`src/design/rgb2hsv_pkg.sv`:
```
// ============================================================================
// rgb2hsv_pkg
// Shared types and constants for the rgb to hsv pixel converter.
// ============================================================================
`default_nettype none

package rgb2hsv_pkg;

   // default number of fraction bits of the hue field
   localparam int HUE_FRAC_BITS_DEF = 6;

   // field widths
   localparam int CODE_W = 8;
   localparam int HUE_W  = 15;

   // packed stream widths
   localparam int REQ_DATA_W = 3 * CODE_W;
   localparam int RSP_DATA_W = 32;

   // integer hue numerator before scaling: 60*delta + offset*span < 2^17
   localparam int BASE_W = 17;

   // hue quotient integer bits: 360 degrees fits below 2^9
   localparam int HUE_INT_W = 9;

   // hue slope and sector offsets in degrees
   localparam int HUE_SLOPE    = 60;
   localparam int HUE_OFS_BLUE = 60;
   localparam int HUE_OFS_RED  = 180;
   localparam int HUE_OFS_GRN  = 300;

   // which channel is the smallest, tested blue, then red, then green
   typedef enum logic [1:0] {
      SEC_BLUE_MIN,
      SEC_RED_MIN,
      SEC_GREEN_MIN
   } sector_type;

endpackage

`default_nettype wire

```
`src/design/rgb_to_hsv_pixel.sv`:
```
// ============================================================================
// rgb_to_hsv_pixel
// Streaming bgr to hsv pixel conversion with a pipelined restoring divider.
// ============================================================================
// One pixel can enter every clock and one result leaves every clock while
// the result side keeps rsp_tready high. The pipeline stages are, in order,
// the input register, the channel sort, the hue numerator and divider load,
// the restoring divider stages (HUE_FRAC_BITS + 9 quotient bits), and the
// output register. Each stage holds its item when the next one is full and
// does not move, so a stall on the result side fills empty stages before
// req_tready drops.
// Value is the largest channel, saturation is max minus min (not
// normalized), and hue is in degrees with HUE_FRAC_BITS fraction bits,
// truncated, zero for a grey pixel, wrapped to 15 bits.
`default_nettype none

module rgb_to_hsv_pixel #(
   parameter int HUE_FRAC_BITS = rgb2hsv_pkg::HUE_FRAC_BITS_DEF
) (
   input  wire logic                               clock,
   input  wire logic                               reset,
   // pixel in
   input  wire logic                               req_tvalid,
   output logic                                    req_tready,
   // blue [7:0], green [15:8], red [23:16]
   input  wire logic [rgb2hsv_pkg::REQ_DATA_W-1:0] req_tdata,
   // result out
   output logic                                    rsp_tvalid,
   input  wire logic                               rsp_tready,
   // hue [14:0], saturation [22:15], brightness [30:23], zero [31]
   output logic [rgb2hsv_pkg::RSP_DATA_W-1:0]      rsp_tdata
);
   import rgb2hsv_pkg::*;

   // quotient bits and scaled numerator width
   localparam int QW = HUE_INT_W + HUE_FRAC_BITS;
   localparam int NW = BASE_W + HUE_FRAC_BITS;

   // ---------------------------------------------------------------------
   // stage advance chain: a stage moves when empty or its successor moves
   // ---------------------------------------------------------------------
   logic          s1_valid_ff, s1_valid_in;
   logic          s2_valid_ff, s2_valid_in;
   logic [QW:0]   dv_valid_ff;
   logic [QW:0]   dv_valid_in;
   logic          rsp_valid_ff, rsp_valid_in;

   logic          out_adv;
   logic [QW:0]   dv_adv;
   logic          s2_adv;
   logic          s1_adv;

   always_comb begin
      out_adv    = !rsp_valid_ff || rsp_tready;
      dv_adv[QW] = !dv_valid_ff[QW] || out_adv;
      for (int k = QW - 1; k >= 0; k--) begin
         dv_adv[k] = !dv_valid_ff[k] || dv_adv[k+1];
      end
      s2_adv = !s2_valid_ff || dv_adv[0];
      s1_adv = !s1_valid_ff || s2_adv;
   end

   assign req_tready = s1_adv;

   // ---------------------------------------------------------------------
   // stage 1: input register
   // ---------------------------------------------------------------------
   logic [CODE_W-1:0] s1_blue_ff, s1_blue_in;
   logic [CODE_W-1:0] s1_green_ff, s1_green_in;
   logic [CODE_W-1:0] s1_red_ff, s1_red_in;

   always_comb begin
      s1_valid_in = s1_valid_ff;
      s1_blue_in  = s1_blue_ff;
      s1_green_in = s1_green_ff;
      s1_red_in   = s1_red_ff;
      if (s1_adv) begin
         s1_valid_in = req_tvalid;
         s1_blue_in  = req_tdata[CODE_W-1:0];
         s1_green_in = req_tdata[2*CODE_W-1:CODE_W];
         s1_red_in   = req_tdata[3*CODE_W-1:2*CODE_W];
      end
   end

   // ---------------------------------------------------------------------
   // stage 2: channel sort, span, sector and channel difference
   // ---------------------------------------------------------------------
   logic [CODE_W-1:0]        s2_max_ff, s2_max_in;
   logic [CODE_W-1:0]        s2_span_ff, s2_span_in;
   logic signed [CODE_W:0]   s2_delta_ff, s2_delta_in;
   sector_type               s2_sector_ff, s2_sector_in;

   logic [CODE_W-1:0]        max_w;
   logic [CODE_W-1:0]        min_w;

   always_comb begin
      max_w = s1_red_ff;
      min_w = s1_red_ff;
      if (s1_green_ff > max_w) max_w = s1_green_ff;
      if (s1_blue_ff > max_w)  max_w = s1_blue_ff;
      if (s1_green_ff < min_w) min_w = s1_green_ff;
      if (s1_blue_ff < min_w)  min_w = s1_blue_ff;

      s2_valid_in  = s2_valid_ff;
      s2_max_in    = s2_max_ff;
      s2_span_in   = s2_span_ff;
      s2_delta_in  = s2_delta_ff;
      s2_sector_in = s2_sector_ff;
      if (s2_adv) begin
         s2_valid_in = s1_valid_ff;
         s2_max_in   = max_w;
         s2_span_in  = max_w - min_w;
         // tie on the minimum: blue first, then red
         if (min_w == s1_blue_ff) begin
            s2_sector_in = SEC_BLUE_MIN;
            s2_delta_in  = $signed({1'b0, s1_green_ff}) - $signed({1'b0, s1_red_ff});
         end else if (min_w == s1_red_ff) begin
            s2_sector_in = SEC_RED_MIN;
            s2_delta_in  = $signed({1'b0, s1_blue_ff}) - $signed({1'b0, s1_green_ff});
         end else begin
            s2_sector_in = SEC_GREEN_MIN;
            s2_delta_in  = $signed({1'b0, s1_red_ff}) - $signed({1'b0, s1_blue_ff});
         end
      end
   end

   // ---------------------------------------------------------------------
   // stage 3 (divider entry): numerator 60*delta + offset*span, scaled
   // ---------------------------------------------------------------------
   logic [CODE_W-1:0] dv_rem_ff  [0:QW];
   logic [CODE_W-1:0] dv_rem_in  [0:QW];
   logic [QW-1:0]     dv_work_ff [0:QW];
   logic [QW-1:0]     dv_work_in [0:QW];
   logic [CODE_W-1:0] dv_span_ff [0:QW];
   logic [CODE_W-1:0] dv_span_in [0:QW];
   logic [CODE_W-1:0] dv_max_ff  [0:QW];
   logic [CODE_W-1:0] dv_max_in  [0:QW];

   logic [BASE_W-1:0]        ofs_w;
   logic [BASE_W-1:0]        ofs_prod_w;
   logic signed [BASE_W:0]   slope_prod_w;
   logic signed [BASE_W:0]   base_sum_w;
   logic [NW-1:0]            num_w;

   always_comb begin
      case (s2_sector_ff)
         SEC_BLUE_MIN:  ofs_w = BASE_W'(HUE_OFS_BLUE);
         SEC_RED_MIN:   ofs_w = BASE_W'(HUE_OFS_RED);
         SEC_GREEN_MIN: ofs_w = BASE_W'(HUE_OFS_GRN);
         default:       ofs_w = '0;
      endcase
      ofs_prod_w   = ofs_w * BASE_W'(s2_span_ff);
      slope_prod_w = (BASE_W+1)'(s2_delta_ff) * $signed((BASE_W+1)'(HUE_SLOPE));
      // never negative: delta is at least minus span
      base_sum_w   = slope_prod_w + $signed({1'b0, ofs_prod_w});
      num_w        = NW'(base_sum_w[BASE_W-1:0]) << HUE_FRAC_BITS;

      dv_valid_in[0] = dv_valid_ff[0];
      dv_rem_in[0]   = dv_rem_ff[0];
      dv_work_in[0]  = dv_work_ff[0];
      dv_span_in[0]  = dv_span_ff[0];
      dv_max_in[0]   = dv_max_ff[0];
      if (dv_adv[0]) begin
         dv_valid_in[0] = s2_valid_ff;
         // quotient below 2^QW, so the top bits are already below span
         dv_rem_in[0]   = num_w[NW-1:QW];
         dv_work_in[0]  = num_w[QW-1:0];
         dv_span_in[0]  = s2_span_ff;
         dv_max_in[0]   = s2_max_ff;
      end
   end

   // ---------------------------------------------------------------------
   // restoring divider, one quotient bit per stage; work shifts out
   // numerator bits at the top and takes quotient bits at the bottom
   // ---------------------------------------------------------------------
   for (genvar k = 1; k <= QW; k++) begin : g_div
      logic [CODE_W:0] trial_w;
      logic            take_w;

      always_comb begin
         trial_w = {dv_rem_ff[k-1], dv_work_ff[k-1][QW-1]};
         take_w  = trial_w >= {1'b0, dv_span_ff[k-1]};

         dv_valid_in[k] = dv_valid_ff[k];
         dv_rem_in[k]   = dv_rem_ff[k];
         dv_work_in[k]  = dv_work_ff[k];
         dv_span_in[k]  = dv_span_ff[k];
         dv_max_in[k]   = dv_max_ff[k];
         if (dv_adv[k]) begin
            dv_valid_in[k] = dv_valid_ff[k-1];
            dv_rem_in[k]   = take_w ? CODE_W'(trial_w - {1'b0, dv_span_ff[k-1]})
                                    : trial_w[CODE_W-1:0];
            dv_work_in[k]  = {dv_work_ff[k-1][QW-2:0], take_w};
            dv_span_in[k]  = dv_span_ff[k-1];
            dv_max_in[k]   = dv_max_ff[k-1];
         end
      end
   end

   // ---------------------------------------------------------------------
   // output register: grey pixel forces hue to zero
   // ---------------------------------------------------------------------
   logic [HUE_W-1:0]  rsp_hue_ff, rsp_hue_in;
   logic [CODE_W-1:0] rsp_sat_ff, rsp_sat_in;
   logic [CODE_W-1:0] rsp_val_ff, rsp_val_in;

   always_comb begin
      rsp_valid_in = rsp_valid_ff;
      rsp_hue_in   = rsp_hue_ff;
      rsp_sat_in   = rsp_sat_ff;
      rsp_val_in   = rsp_val_ff;
      if (out_adv) begin
         rsp_valid_in = dv_valid_ff[QW];
         rsp_hue_in   = (dv_span_ff[QW] == '0) ? '0 : HUE_W'(dv_work_ff[QW]);
         rsp_sat_in   = dv_span_ff[QW];
         rsp_val_in   = dv_max_ff[QW];
      end
   end

   assign rsp_tvalid = rsp_valid_ff;
   assign rsp_tdata  = {1'b0, rsp_val_ff, rsp_sat_ff, rsp_hue_ff};

   // ---------------------------------------------------------------------
   // registers: valid bits reset, payload free running
   // ---------------------------------------------------------------------
   always_ff @(posedge clock) begin
      if (reset) begin
         s1_valid_ff  <= 1'b0;
         s2_valid_ff  <= 1'b0;
         dv_valid_ff  <= '0;
         rsp_valid_ff <= 1'b0;
      end else begin
         s1_valid_ff  <= s1_valid_in;
         s2_valid_ff  <= s2_valid_in;
         dv_valid_ff  <= dv_valid_in;
         rsp_valid_ff <= rsp_valid_in;
      end
   end

   always_ff @(posedge clock) begin
      s1_blue_ff   <= s1_blue_in;
      s1_green_ff  <= s1_green_in;
      s1_red_ff    <= s1_red_in;
      s2_max_ff    <= s2_max_in;
      s2_span_ff   <= s2_span_in;
      s2_delta_ff  <= s2_delta_in;
      s2_sector_ff <= s2_sector_in;
      for (int k = 0; k <= QW; k++) begin
         dv_rem_ff[k]  <= dv_rem_in[k];
         dv_work_ff[k] <= dv_work_in[k];
         dv_span_ff[k] <= dv_span_in[k];
         dv_max_ff[k]  <= dv_max_in[k];
      end
      rsp_hue_ff <= rsp_hue_in;
      rsp_sat_ff <= rsp_sat_in;
      rsp_val_ff <= rsp_val_in;
   end

endmodule

`default_nettype wire

```
`config.mk`:
```
export PLATFORM = sky130hd
export DESIGN_NAME = rgb_to_hsv_pixel
export DESIGN_NICKNAME = d
export VERILOG_FILES = /design/src/design/rgb2hsv_pkg.sv /design/src/design/rgb_to_hsv_pixel.sv
export SDC_FILE = /design/constraint.sdc
export NUM_CORES = 1
export LEC_CHECK = 0
export BUFFER_PORTS_ARGS = -buffer_cell sky130_fd_sc_hd__buf_4
export CELL_PAD_IN_SITES_DETAIL_PLACEMENT = 1
export CELL_PAD_IN_SITES_GLOBAL_PLACEMENT = 2
export CORE_ASPECT_RATIO = 1.5
export CORE_MARGIN = 5
export CORE_UTILIZATION = 50
export CTS_BUF_LIST = sky130_fd_sc_hd__clkbuf_4
export DETAILED_ROUTE_END_ITERATION = 16
export GPL_TIMING_DRIVEN = 0
export PLACE_DENSITY_LB_ADDON = 0.1
export SLEW_MARGIN = 5
export SYNTH_ARGS = -nofsm -noshare
export SYNTH_HDL_FRONTEND = slang
export SYNTH_SLANG_ARGS = --single-unit
```
`constraint.sdc`:
```
create_clock -name clock -period 10 [get_ports clock]
set_input_delay 0.5 -clock clock [delete_from_list [all_inputs] [get_ports clock]]
set_output_delay 0.5 -clock clock [all_outputs]
set_load 0.02 [all_outputs]
```
# --- Word-level counts from Yosys, hierarchy flattened ---
# Memory sizes are Yosys's and may differ from the RTL's.
# Index checks and enable logic that the tools add are counted.
totals:
  reg_bits: 101
  ram_bits: 624
  input_bits: 28
  wordCells: 206
  mem_count: 4
classes:
  n_addsub: 20
  n_mul: 2
  magnitude_cmp: 19
  n_eq_ne: 5
  mux: 87
  reduce_logical: 40
memory_table:
  columns: ["memory", "words", "word_bits", "read_ports", "rd_ports_with_merged_regs", "write_ports", "line", "rtl"]
  rows:
  - ["dv_work_ff", 16, 15, 16, 0, 16, "rgb_to_hsv_pixel.sv:132", "logic [QW-1:0] dv_work_ff [0:QW];"]
  - ["dv_max_ff", 16, 8, 16, 0, 16, "rgb_to_hsv_pixel.sv:136", "logic [CODE_W-1:0] dv_max_ff [0:QW];"]
  - ["dv_rem_ff", 16, 8, 15, 0, 16, "rgb_to_hsv_pixel.sv:130", "logic [CODE_W-1:0] dv_rem_ff [0:QW];"]
  - ["dv_span_ff", 16, 8, 16, 0, 16, "rgb_to_hsv_pixel.sv:134", "logic [CODE_W-1:0] dv_span_ff [0:QW];"]
ops:
  columns: ["operator", "n"]
  rows:
  - ["$mux 8", 67]
  - ["$mux 15", 16]
  - ["$ge 9x8->1", 15]
  - ["$sub 8x8->8", 16]
  - ["$pmux 9 s3", 1]
  - ["$sub 8x8->9", 3]
  - ["$logic_not 1->1", 19]
  - ["$logic_or 1x1->1", 19]
  - ["$mux 9", 2]
  - ["$add 16x17->17", 1]
  - ["$mul 17x8->17", 1]
  - ["$eq 8x8->1", 2]
  - ["$gt 8x8->1", 2]
  - ["$lt 8x8->1", 2]
  - ["$mul 9x5->14 const B", 1]
  - ["$logic_not 8->1", 1]
  - ["$eq 2x1->1 const B", 1]
  - ["$eq 2x2->1 const B", 1]
  - ["$logic_not 2->1", 1]
  - ["$mux 2", 1]
  - ["$ne 1x1->1 const B", 1]

# --- Longest topological paths before layout ---
# Gate-level depths: netlist of run 1.
logic_depth:
  depth_word: 20
  depth_mapped: 29

# --- Least setup slack after synthesis of run 1 ---
# OpenSTA, ideal clock, no wires.
synth_path:
  path_kind: "reg-to-reg"
  from: "register s2_delta_ff[3]"
  to: "memory dv_rem_ff[0][7], data pin"
  setup_time_ps: 268
  t_arrival_ps: 6359
  path_slack_ps: 3373
  stages_incl_launch_ff: 27
  path_buffers: 0
  cell_sequence: "edfxtp_1 ha_1 fa_1 inv_1 fa_1 inv_1 ha_1 inv_1 o21ai_0 xnor2_1 fa_1 inv_1 fa_1 inv_1 fa_1 fa_1 inv_1 ha_1 inv_1 o21ai_0 a21oi_1 o21ai_0 a21oi_1 nor2b_1 o21a_1 o41a_1 xnor3_1"
synth_rtl:
  columns: ["item", "line", "rtl"]
  rows:
  - ["start, declared", "rgb_to_hsv_pixel.sv:90", "logic signed [CODE_W:0] s2_delta_ff, s2_delta_in;"]
  - ["start signal, assigned", "rgb_to_hsv_pixel.sv:247", "s2_delta_ff <= s2_delta_in;"]
  - ["end, declared", "rgb_to_hsv_pixel.sv:130", null]

# --- Worst setup path after layout of run 1 ---
layout_path:
  from: "register s1_red_ff[5]"
  to: "register s2_span_ff[7], data pin"
layout_via:
  elab_chain_len: 5
layout_lines:
  columns: ["item", "line", "rtl"]
  rows:
  - ["start, declared", "rgb_to_hsv_pixel.sv:70", "logic [CODE_W-1:0] s1_red_ff, s1_red_in;"]
  - ["start signal, assigned", "rgb_to_hsv_pixel.sv:244", "s1_red_ff <= s1_red_in;"]
  - ["$gt 8x8->1", "rgb_to_hsv_pixel.sv:99", "if (s1_green_ff > max_w) max_w = s1_green_ff;"]
  - ["$mux 8 (*)", "rgb_to_hsv_pixel.sv:99", null]
  - ["$gt 8x8->1", "rgb_to_hsv_pixel.sv:100", "if (s1_blue_ff > max_w) max_w = s1_blue_ff;"]
  - ["$mux 8 (*)", "rgb_to_hsv_pixel.sv:100", null]
  - ["via max_w[1]", "rgb_to_hsv_pixel.sv:93", "logic [CODE_W-1:0] max_w;"]
  - ["$sub 8x8->8 (*)", "rgb_to_hsv_pixel.sv:112", "s2_span_in = max_w - min_w;"]
  - ["end signal, assigned", "rgb_to_hsv_pixel.sv:246", "s2_span_ff <= s2_span_in;"]
  - ["end, declared", "rgb_to_hsv_pixel.sv:89", "logic [CODE_W-1:0] s2_span_ff, s2_span_in;"]
# Mark *: on every way through the listed nets, which the timed path passes. The rest lies on a longest branch.
# A chain may end at the register's enable or synchronous reset.

==> summary.txt, run 1 <==
WL/cell: 18.7 µm
post-synthesis compound-gate area fraction: 6.38%
R2R Setup Slk: 2.54 ns
largest family of logic cells by synthesized area: adder cells
post-route ant nets: 0
CP Max Fanout: 10
first-pass GRT wire length: 102000 µm
setup violators final: 0
CP endpoint kind: register
Max-Cap Viols: 0
# IOs: 62
post-synthesis sequential area ratio: 61.1%
RSZ-0062 raised after global routing: false
DR vias/cell: 5.22
CTS tree: done
die area: 0.0659 mm²
number of global-route vias before repair: 20300
Residual DRC: 0
Min Clock Period, post-route: 7.46 ns
Resized cells post-CTS: 0
Clock Skew: 0.0513 ns
most frequent cell after synthesis: edfxtp_1
chip height: 312 µm
multiplexer area fraction after synthesis: 3.80%
Tcrit/Tclk final: 74.6%
die width: 211 µm
gp weighted congestion: 0.856
Synth cell types: 53
launch point of the worst reg-to-reg path: s1_red_ff[5]
HP Class: input pin to register
R2R cell count: 29
Slew Viols, Final: 0
largest cells by area after synthesis: edfxtp_1, ha_1, inv_1
IO Port Bufs: 59
pin count of the biggest net entering global routing: 39
number of synthesized register bits: 625
total number of vias: 17700
Main synth FF type: edfxtp_1
outcome: finished clean
slowest cell on the critical path: edfxtp_1
Worst path max stage delay: 0.52 ns
arrival time of the worst setup path: 8.08 ns
Fin. Hold Viols: 0
RR Endpoint: s2_span_ff[7]
CP most frequent cell: a21oi_1
Worst Tran Pin Value: 1.29 ns
initial antenna violation count: 2
post-DP HPWL: 50000 µm
layout cells sized above 1: 15.0%
number of synthesis warnings: 0
Area Overhead vs Synth: 11.9%
number of synthesized flops with an enable pin: 606
Post-Syn Nets: 2583
Hold Path End: s1_red_ff[3]
clk sinks: 625
H-tree depth: 4
Pre-antenna DRT Iters: 4
total CTS buffers: 146
worst relative slew slack: 13.5%
Clock transition at path regs: 0.08 ns
most common library cells after synthesis: edfxtp_1, inv_1, ha_1
Syn Inst Count: 2260
kind of critical path: register to register
clock root cell: clkbuf_4
Synth Area in Adders: 13.7%
WHS Path Cells: 2
drt first-iter violations: 600
FMAX: 134 MHz
Post-Synth Simple-Gate Area: 7.35%
top-area cell type share of the netlist area: 59.9%
worst hold start: req_tdata[19]
setup tns final: 0 ns
ys async rst share: 0%
Avg Inst Size Synth: 13.4 µm²
CTS Buffer Depth: 3
worst skew pair latency: 0.91 ns
grt ovf: 0
final WL: 63600 µm
Synth Area in XOR/XNOR: 2.96%
nets: 2821
mapped cell area: 0.0304 mm²
CORE AREA: 0.0601 mm²
initial core utilization: 50.5%
CP Launch Type: register
Yosys top cell by area: edfxtp_1
WP data required: 10.62 ns
row count: 110
Tot GR Track Use: 19.7%
-- worst max path at each step --
stage	from	endpoint	slack (ns)
CTS	s1_red_ff[5]	s2_span_ff[7]	2.48
global route	s1_red_ff[5]	s2_span_ff[7]	2.05
finish	s1_red_ff[5]	s2_span_ff[7]	2.54
global placement	rsp_tready	req_tready	2.33
detailed placement	s1_red_ff[5]	s2_span_ff[7]	2.55
floorplan	s2_delta_ff[3]	dv_rem_ff[0][7]	3.37
-- cell type report --
type | count | area (µm²)
antenna | 2 | 5.00
buffer | 28 | 128
clock buffer | 208 | 1560
multi-input combinational | 1263 | 10400
fill | 6078 | 26100
inverter | 344 | 1290
clock inverter | 50 | 280
timing repair buffer | 90 | 773
sequential | 625 | 18600
tap | 784 | 981
-- kinds of logic after synthesis --
family                   count (synthesis)
buffers and inverters                  372
flip-flops                             625
AO/OA/AOI/OAI                          320
AND/OR/NAND/NOR                        440
adder cells (fa/ha/maj)                295
multiplexers                           106
other                                    1
XOR/XNOR                               101
-- cells in the final DEF (no fill, tap or decap), types with 26 or more instances in the layout --
master,count
a21boi_0,34
a21o_1,29
a21oi_1,89
and2_1,27
buf_4,60
clkbuf_4,208
clkinv_1,35
dlygate4sd3_1,29
edfxtp_1,606
fa_1,64
ha_1,231
inv_1,340
mux2_2,72
mux2i_1,32
nand2_1,65
nand2b_1,28
nand4_1,33
nor2_1,149
nor2b_1,74
o21ai_0,116
xnor2_1,74
xor2_1,26
-- stage by stage --
stage	setup slack (ns)	util [%]	instances	hold slack, ns	instance area, µm²
6_report	2.54	56.6	3394	0.306	34000
4_1_cts	2.48	56.5	3392	0.192	34000
3_3_place_gp	2.33	52.9	3103	0.400	31800
5_1_grt	2.05	56.6	3394	0.217	34000
2_1_floorplan	3.37	-	2260	0.400	30400
3_5_place_dp	2.55	53.0	3105	0.405	31900
-- routing by layer --
layer | part of all wire [%] | routed length (µm) | GRT usage (%)
met5 | 0 | 0 | 0
met4 | 3.9 | 2490 | 9.14
met3 | 2.4 | 1550 | 2.91
met2 | 62 | 39300 | 41.5
met1 | 32 | 20300 | 17.3
-- worst max-delay path: cells and delay by family, from the launching register on --
| kind | cells | cell delay [ns] |
|---|---|---|
| XOR/XNOR | 2 | 0.28 |
| buffers and inverters | 4 | 1.34 |
| AO/OA/AOI/OAI | 14 | 2.92 |
| AND/OR/NAND/NOR | 6 | 1.12 |
| flip-flops | 1 | 0.52 |
| adder cells (fa/ha/maj) | 3 | 0.98 |
-- state kept, by name (all words and copies together), names as in the netlist, 9 cells and up --
name and flops:
dv_max_ff 128, dv_span_ff 128, dv_work_ff 148, s2_delta_ff 9, rsp_hue_ff 15, dv_rem_ff 120
dv_valid_ff 16
-- repair_timing --
item | in CTS | in global routing
setup buffers | 0 | 0
hold buffers | 29 | 0
endpoints found under the hold margin | 31 | 0
Power of run 1 is not shown: default switching activity piles up to over one toggle a cycle in this logic, so the estimate is an artifact.
==> run 2: changes to the inputs <==
CORE_UTILIZATION = 43   (was 50)
clock period = 6.3 ns   (was 10 ns; I/O delays follow)
==> run 2 against run 1 <==
Critical path depth fell by 3. Setup slack got worse by 2.5 ns. Critical endpoint is now dv_rem_ff[0][7]. Sequential share of layout area fell by 1.7 points. Via count rose by 0.78%. Critical path type unchanged. Routed wire length rose by 3.5%.
==> summary.txt, run 2 (synthesis results as in run 1) <==
outcome: finished clean
DR vias/cell: 5.00 (-4.1%)
post-route ant nets: 0 (unchanged)
Fin. Hold Viols: 0 (unchanged)
number of global-route vias before repair: 20300 (-0.30%)
pin count of the biggest net entering global routing: 39 (unchanged)
Pre-antenna DRT Iters: 4 (unchanged)
commonest non-fill, non-tap cells in the layout: edfxtp_1, inv_1, clkbuf_4
Top Registers: dv_work_ff (148), dv_max_ff (128), dv_span_ff (128)
Area Overhead vs Synth: 15.4%
Min Clock Period, post-route: 6.26 ns (-1.20 ns)
initial antenna violation count: 1 (-1)
arrival time of the worst setup path: 6.92 ns (-1.16 ns)
max FFs per register: 148 (unchanged)
CTS Buffer Depth: 3 (unchanged)
initial core utilization: 43.3% (-7.2 points)
post-DP HPWL: 50600 µm (+1.2%)
IO Port Bufs: 59 (unchanged)
WL/cell: 18.5 µm (-1.5%)
FMAX: 160 MHz (+19%)
Clock Skew: 0.0779 ns (+0.0267 ns)
layout cells sized above 1: 18.0% (+3.0 points)
clock root cell: clkbuf_4
WHS Path Cells: 4 (+2)
CTS tree: done
worst hold start: req_tvalid
first-pass GRT wire length: 104000 µm (+1.9%)
clk sinks: 625 (unchanged)
worst-case hold slack: 0.317 ns (+0.0107 ns)
die width: 227 µm (+7.5%)
H-tree depth: 4 (unchanged)
final WL: 65900 µm (+3.5%)
grt ovf: 0 (unchanged)
drt first-iter violations: 563 (-6.2%)
Most flops, register: dv_work_ff
kind of critical path: register to register
Residual DRC: 0 (unchanged)
Slew Viols, Final: 0 (unchanged)
Hold Path End: s1_valid_ff
worst skew pair latency: 0.95 ns (+0.04 ns)
final cell count without fillers: 3567 (+5.1%)
total number of vias: 17900 (+0.78%)
RR Endpoint: dv_rem_ff[0][7]
R2R Setup Slk: 0.04 ns (-2.50 ns)
setup violators final: 0 (unchanged)
nets: 2874 (+1.9%)
Tcrit/Tclk final: 99.4% (+25 points)
R2R cell count: 26 (-10%)
die area: 0.0762 mm² (+16%)
CP endpoint kind: register
chip height: 336 µm (+7.6%)
commonest non-fill, non-tap cell in the layout: edfxtp_1
Worst Tran Pin Value: 1.25 ns (-0.0404 ns)
total CTS buffers: 151 (+3.4%)
gp weighted congestion: 0.831 (-2.9%)
dpl cells: 3229 (+4.0%)
Max-Cap Viols: 0 (unchanged)
launch point of the worst reg-to-reg path: s2_delta_ff[2]
Clock transition at path regs: 0.07 ns (about the same)
WP data required: 6.96 ns (-3.66 ns)
row count: 119 (+8.2%)
CP Max Fanout: 3 (-7)
Placement Setup Slack: -1.19 ns (-3.74 ns)
Tot GR Track Use: 17.5% (-2.1 points)
CP Launch Type: register
final core utilization: 50.0% (-6.5 points)
PnR worst setup slack: 0.0391 ns (-2.50 ns)
HP Class: input pin to register
RSZ-0062 raised after global routing: true
CORE AREA: 0.0701 mm² (+17%)
worst relative slew slack: 16.4% (+2.9 points)
# IOs: 62 (unchanged)
[run 2: final cells by class]
| type | count | area (µm²) |
|---|---|---|
| plain buffers | 27 | 136 |
| fillers | 7148 | 35000 |
| flip-flops and latches | 625 | 18600 |
| clock inverters | 41 | 307 |
| repair inverters | 1 | 5.00 |
| diodes | 1 | 2.50 |
| clock buffers | 220 | 1650 |
| inverters | 344 | 1300 |
| well taps | 907 | 1130 |
| repair buffers | 138 | 1210 |
| multi-input cells | 1263 | 10800 |
[run 2: worst max path at each step]
stage / startpoint / end / slack (ns)
CTS: s2_delta_ff[1] / dv_rem_ff[0][7] / -0.11
finish: s2_delta_ff[2] / dv_rem_ff[0][7] / 0.04
global placement: rsp_tready / s1_valid_ff / -1.44
global route: s2_delta_ff[1] / dv_rem_ff[0][7] / -0.17
floorplan: s2_delta_ff[3] / dv_rem_ff[0][7] / 0.12
detailed placement: s1_red_ff[5] / s2_span_ff[7] / -1.19
[run 2: metal layers]
| layer | global-route usage, % | vias up | wire [µm] | part of all wire (%) |
|---|---|---|---|---|
| li1 | - | 8626 | - | - |
| met1 | 14.9 | 8831 | 20700 | 31 |
| met2 | 37.5 | 270 | 41200 | 62 |
| met3 | 3.70 | 124 | 2090 | 3.2 |
| met4 | 6.89 | 0 | 1960 | 3.0 |
| met5 | 0 | - | 0 | 0 |
[run 2: what timing repair did]
action,4_1_cts,5_1_grt
cloned,0,1
hold endpoints to repair,32,0
buffers inserted,16,8
setup endpoints to repair,11,7
gates resized for setup,36,27
hold buffers,52,0
pin swaps,26,16
[run 2: stage by stage]
| step | cell area, µm² | TNS (ns) |
|---|---|---|
| global route | 35100 | -0.345 |
| floorplan | 30500 | 0 |
| detailed placement | 32100 | -4.94 |
| finish | 35100 | 0 |
| CTS | 34900 | -0.220 |
| global placement | 32000 | -74.64 |
[run 2: worst max-delay path: stages (launching register included)]
cell and delay, ns:
edfxtp_1 0.52, ha_4 0.27, fa_1 0.51, inv_2 0.05, fa_1 0.54, inv_2 0.04
ha_4 0.27, inv_4 0.04, o21ai_4 0.14, xnor2_2 0.08, fa_1 0.50, inv_1 0.05
fa_1 0.49, inv_2 0.04, fa_1 0.47, fa_1 0.51, inv_2 0.04, ha_4 0.22
inv_4 0.05, o21ai_4 0.06, a21oi_4 0.14, o21ai_2 0.07, a21oi_2 0.14, nor2b_1 0.06
o21a_1 0.20, o41a_1 0.32, xnor3_1 0.19
Power of run 2 is left out for the same reason.
